File: config.mk
export PLATFORM = sky130hd
export DESIGN_NAME = rvq_sqrt
export DESIGN_NICKNAME = d
export VERILOG_FILES = /design/src/sv/rvq_pkg.sv /design/src/sv/rvq_sqrt.sv
export SDC_FILE = /design/constraint.sdc
export NUM_CORES = 2
export LEC_CHECK = 0
export ABC_AREA = 0
export BUFFER_PORTS_ARGS = -buffer_cell sky130_fd_sc_hd__buf_2
export CORE_MARGIN = 2
export CORE_UTILIZATION = 54
export DETAILED_ROUTE_END_ITERATION = 12
export PLACE_DENSITY_LB_ADDON = 0.2
export SYNTH_ARGS = -nofsm -noshare
export SYNTH_HDL_FRONTEND = slang
export SYNTH_MEMORY_MAX_BITS = 65536
export SYNTH_SLANG_ARGS = --single-unit
File: constraint.sdc
create_clock -name clk -period 2.8 [get_ports clk]
set_input_delay 0.42 -clock clk [delete_from_list [all_inputs] [get_ports clk]]
set_output_delay 0.42 -clock clk [all_outputs]
set_load 0.01 [all_outputs]
File: src/sv/rvq_pkg.sv
// ----------------------------------------------------------------------------
// Rotation vector to quaternion - shared definitions
// Stage counts, fixed-point angle constants, series reciprocals and the
// sideband structures passed between the pipeline sections.
// ----------------------------------------------------------------------------
`timescale 1ns / 1ps

package rvq_pkg;

	localparam int SQRT_STAGES  = 24;
	localparam int SERIES_STEPS = 9;
	localparam int TRIG_STAGES  = 3 + 2 * SERIES_STEPS + 1;
	localparam int QUO_BITS     = 16;
	localparam int SCALE_STAGES = 1 + QUO_BITS;
	localparam int LATENCY      = 2 + SQRT_STAGES + TRIG_STAGES + SCALE_STAGES + 1;

	// pi, pi/2 and 2*pi in Q30
	localparam logic [32:0] PI_Q30      = 33'd3373259426;
	localparam logic [32:0] HALF_PI_Q30 = 33'd1686629713;
	localparam logic [32:0] TWO_PI_Q30  = 33'd6746518852;
	localparam logic [31:0] ONE_Q30     = 32'd1073741824;
	localparam logic [16:0] Q14_ONE     = 17'd16384;

	// floor(n / d) == (n * ceil(2^41 / d)) >> 41 for any 32-bit n, d < 512
	localparam int          RECIP_SHIFT = 41;
	localparam logic [63:0] RECIP_ONE   = 64'd1 << RECIP_SHIFT;

	localparam logic [40:0] SIN_RECIP [0:8] = '{
		41'((RECIP_ONE + 64'd5) / 64'd6),
		41'((RECIP_ONE + 64'd19) / 64'd20),
		41'((RECIP_ONE + 64'd41) / 64'd42),
		41'((RECIP_ONE + 64'd71) / 64'd72),
		41'((RECIP_ONE + 64'd109) / 64'd110),
		41'((RECIP_ONE + 64'd155) / 64'd156),
		41'((RECIP_ONE + 64'd209) / 64'd210),
		41'((RECIP_ONE + 64'd271) / 64'd272),
		41'((RECIP_ONE + 64'd341) / 64'd342)
	};

	localparam logic [40:0] COS_RECIP [0:8] = '{
		41'((RECIP_ONE + 64'd1) / 64'd2),
		41'((RECIP_ONE + 64'd11) / 64'd12),
		41'((RECIP_ONE + 64'd29) / 64'd30),
		41'((RECIP_ONE + 64'd55) / 64'd56),
		41'((RECIP_ONE + 64'd89) / 64'd90),
		41'((RECIP_ONE + 64'd131) / 64'd132),
		41'((RECIP_ONE + 64'd181) / 64'd182),
		41'((RECIP_ONE + 64'd239) / 64'd240),
		41'((RECIP_ONE + 64'd305) / 64'd306)
	};

	// per-item sideband: component magnitudes, signs, zero vector, length
	typedef struct packed {
		logic [2:0][15:0] mag;
		logic [2:0]       neg;
		logic             zero;
		logic [23:0]      root;
	} side_t;

	typedef struct packed {
		logic [31:0] sn;
		logic [31:0] cs;
		logic        sneg;
		logic        cneg;
		side_t       side;
	} trig_res_t;

	typedef struct packed {
		logic [2:0][15:0] quo;
		logic [2:0]       ovf;
		logic [16:0]      mag_w;
		logic             sneg;
		logic             cneg;
		side_t            side;
	} scale_res_t;

endpackage

File: src/sv/rvq_sqrt.sv
// ----------------------------------------------------------------------------
// Pipelined integer square root
// One root bit per stage; gives floor(sqrt(sum * 2^16)) as the Q20 length.
// ----------------------------------------------------------------------------
`timescale 1ns / 1ps

module rvq_sqrt (
	input  logic           clk,
	input  logic           arst_n,
	input  logic           in_valid,
	input  logic [31:0]    in_sum,
	input  rvq_pkg::side_t in_side,
	output logic           out_valid,
	output rvq_pkg::side_t out_side
);

	localparam int N = rvq_pkg::SQRT_STAGES;

	logic           vld  [1:N];
	logic [25:0]    rem  [1:N];
	logic [23:0]    root [1:N];
	logic [47:0]    rad  [1:N];
	rvq_pkg::side_t side [1:N];

	for (genvar i = 0; i < N; i++) begin : g_step
		logic           v_in;
		logic [25:0]    rem_in;
		logic [23:0]    root_in;
		logic [47:0]    rad_in;
		rvq_pkg::side_t side_in;
		logic [26:0]    cur;
		logic [26:0]    trial;
		logic           fit;

		if (i == 0) begin : g_head
			assign v_in    = in_valid;
			assign rem_in  = '0;
			assign root_in = '0;
			assign rad_in  = {in_sum, 16'd0};
			assign side_in = in_side;
		end else begin : g_body
			assign v_in    = vld[i];
			assign rem_in  = rem[i];
			assign root_in = root[i];
			assign rad_in  = rad[i];
			assign side_in = side[i];
		end

		// bring down two radicand bits, try root*4 + 1
		assign cur   = {rem_in[24:0], rad_in[47:46]};
		assign trial = {1'b0, root_in, 2'b01};
		assign fit   = cur >= trial;

		always_ff @(posedge clk or negedge arst_n) begin
			if (!arst_n) begin
				vld[i+1] <= 1'b0;
			end else begin
				vld[i+1] <= v_in;
			end
		end

		always_ff @(posedge clk) begin
			rem[i+1]  <= fit ? 26'(cur - trial) : cur[25:0];
			root[i+1] <= {root_in[22:0], fit};
			rad[i+1]  <= {rad_in[45:0], 2'b00};
			side[i+1] <= side_in;
		end
	end

	assign out_valid = vld[N];

	always_comb begin
		out_side      = side[N];
		out_side.root = root[N];
	end

endmodule

==> metrics.yaml <==
layout.nets: 6771
row_count: 130
drt_pass1_iterations: 5
clock_power_share_pct: 38.2
max_freq_ghz: 0.353
clk_pin_slew_ps: 70
intPower_mw: 59.5
ys_warn_count: 0
yosysTopAreaCell: "dfxtp_1"
timing.rr.start: "root[0][504]$_DFF_P_"
drt_iter0_drc: 1841
port_buffers: 163
tightestPinTransition_ps: 649
die-width_um: 359
cp_slowest_cell: "dfxtp_2"
grt_pass1_wl_mm: 185
path_cells: "inv_2 -> ha_4 -> inv_2 -> fa_2 -> nor2b_2 -> o31a_1 -> o31a_1 -> o31ai_2 -> buf_4 -> a21oi_4 -> a21o_1 -> o221a_2 -> a21boi_1 -> mux2_2"
clk_path_buf_depth: 3
vias_per_cell: 4.81
grt_max_degree: 31
power_frac_seq_pct: 50.5
antenna_found_initial: 3
globalRouteMet2Util_pct: 28.6
first_global_vias: 38733
place_congestion: 0.893
hold_violations: 0
worstPathArrival_ps: 3520
dieHeight_um: 359
use_met3_pct: 3.46
pwr-share-comb_pct: 11.3
rr_worst_depth: 14
numCtsBuffers: 212
syn_area_per_cell_um2: 12.1
fin_worst_skew_ps: 78.8
busiest_layer: "met2"
clkLatencyLatePin_ps: 840
synth.net_count: 6059
dpl.hpwl_mm: 76.0
rsz0062_at_grt: "true"
ir_drop_uv: 787
async_reset_ff_share_pct: 1.02
post-route-min-period_ps: 2830
layout_common_cells: "2,294 x dfxtp_1, 393 x inv_1, 288 x nand2_1"
start_util_pct: 54.4
final_cells: 8174
synth-edff-count: 0
maxCapViolCount: 0
finalMaxSlewViolations: 0
cp-end-kind: "flip-flop"
track_usage_pct: 17.3
area_delta_synth_final_pct: 22.0
setup_slack_ps: -34.3
n_antenna_cell: 0
dp.cells: 7649
p_leak_nw: 38.2
ys_types: 88
wire_per_inst_um: 13.8
mostFrequentLayoutCell: "dfxtp_1"
worstPathRequired_ps: 3480
die-area_mm2: 0.129
wl_mm: 113
syn_inst: 5631
swShare_pct: 24.2
clkSinkCount: 2347
drc: 0
coreArea_mm2: 0.125
worstSetupPathType: "reg -> reg"
syn-cell-area_mm2: 0.0682
ys_ff_latch: 2347
cts_tree: "yes"
total_power_mw: 78.4
pin_count: 188
fin_crit_sh_pct: 101
violations: "setup timing"
yosys.area.top_type_share_pct: 68.2
synth-main-ff-cell: "dfxtp_1"
maxSlewHeadroom_pct: 56.6
crit_start: "root[0][504]$_DFF_P_"
dr_total_vias: 39329
grtUsageMet1_pct: 22.5
h-tree-depth: 4
drive_gt1_share_pct: 17.2
power_density_mw_per_mm2: 943
clockRootBuffer: "clkbuf_16"
slowest_delay_ps: 340
setup.worst_path.start_class: "flip-flop"
synth_area_leaders: "dfxtp_1 68%, ha_1 5.7%, xor2_1 2.7%"
synth.yosys.seq_area_share_pct: 69.1
grt-ovfl-total: 0
critical_path.max_fanout: 2
setup_viol: 1
drt.antenna.violating_nets: 0
hold_class: "in -> async"
p_switching_mw: 19.0
outcome: "complete, but fails checks"
through the flow:
stage	setup TNS (ps)	setup slack, ps	cell area (µm²)	hold slack [ps]	utilization [%]
after floorplan	0	4.56	68200	124	-
after global placement	-4120	-226	73000	309	58.2
after detailed placement	-5830	-235	73000	312	58.2
after CTS	-130	-83.4	81900	42.0	65.3
after global routing	-516	-105	83200	110	66.3
final	-34.3	-34.3	83200	101	66.3
kinds of logic (layout without fill, tap and decap cells):
kind of cell               count (synthesis)  after routing  share of synthesized area (%)
and+or+nand+nor                         1146           1147                           8.33
xor gates and xnor gates                 391            391                           5.02
DFF                                     2347           2347                           69.1
muxes                                     49             49                          0.795
adders and majority gates                317            317                           5.90
buffers and inverters                    481           1373                           2.69
AOI/OAI and AO/OA                        899            899                           8.16
other                                      1              1                        0.00550
registers in the layout, summed over array words and instances, names as in the netlist:
signal and cells:
out_valid 1, rad 240, side 1248, rem 535, g_step.v_in 23, root 300
final cells by class:
cell class | instances | area (µm²)
multi-input cells | 2804 | 20500
clock buffers | 317 | 6310
flip-flops and latches | 2347 | 47100
fillers | 9216 | 42200
inverters | 418 | 1570
clock inverters | 78 | 1300
repair buffers | 560 | 4250
well taps | 1650 | 2060
per-layer routing:
layer	routed length (µm)	up-vias	part of all wire, %
li1	-	20241	-
met1	53000	18166	47
met2	52100	713	46
met3	5130	209	4.5
met4	2940	0	2.6
met5	0	-	0
power by group through the flow:
stage / registers [mW] / logic (mW) / clock network (mW)
after floorplan: 39.4 / 6.00 / 0
after global placement: 40.1 / 8.00 / 0
after detailed placement: 40.2 / 8.18 / 0
after CTS: 39.5 / 8.46 / 30.8
after global routing: 40.0 / 9.89 / 32.2
final: 39.6 / 8.84 / 30.0
cell usage after synthesis, types with 24 or more instances:
library cell	instances
dfxtp_1	2323
ha_1	310
nand2_1	295
a21o_1	94
xnor2_1	179
o21a_1	73
and3_1	25
inv_1	405
clkbuf_1	40
nor4_1	50
a21oi_1	273
dfrtp_1	24
nor2_1	276
a211oi_1	27
xor2_1	212
or4_1	28
mux2_1	31
nor3_1	135
nor2b_1	39
nand2b_1	60
o21ai_1	134
or3_1	51
nand3_1	60
nand4_1	32
o31ai_1	43
o21ai_0	111
final timing paths:
kind                                        endpoint  slack (ps)
min reg2reg                     side[0][253]$_DFF_P_         250
max                              rem[0][596]$_DFF_P_         -30
max in group asynchronous  g_step[11].v_in$_DFF_PN0_        2320
max reg2reg                      rem[0][596]$_DFF_P_         -30
min in group clk                  rad[0][89]$_DFF_P_         210
min                        g_step[21].v_in$_DFF_PN0_         100
critical path: cells and delay by family (launching register included):
kind                       cells  cell delay [ps]
and+or+nand+nor                1               50
muxes                          1              340
buffers and inverters          3              270
AOI/OAI and AO/OA              7             1350
adders and majority gates      2              370
DFF                            1              340
repair_timing:
action,CTS,global route
setup endpoints to repair,96,307
pin swaps,33,81
gates cloned,0,5
endpoints found under the hold margin,110,0
gates resized for setup,75,223
hold buffers,87,0
setup buffers,11,28
No activity file was read; power rests on OpenSTA's default activity.
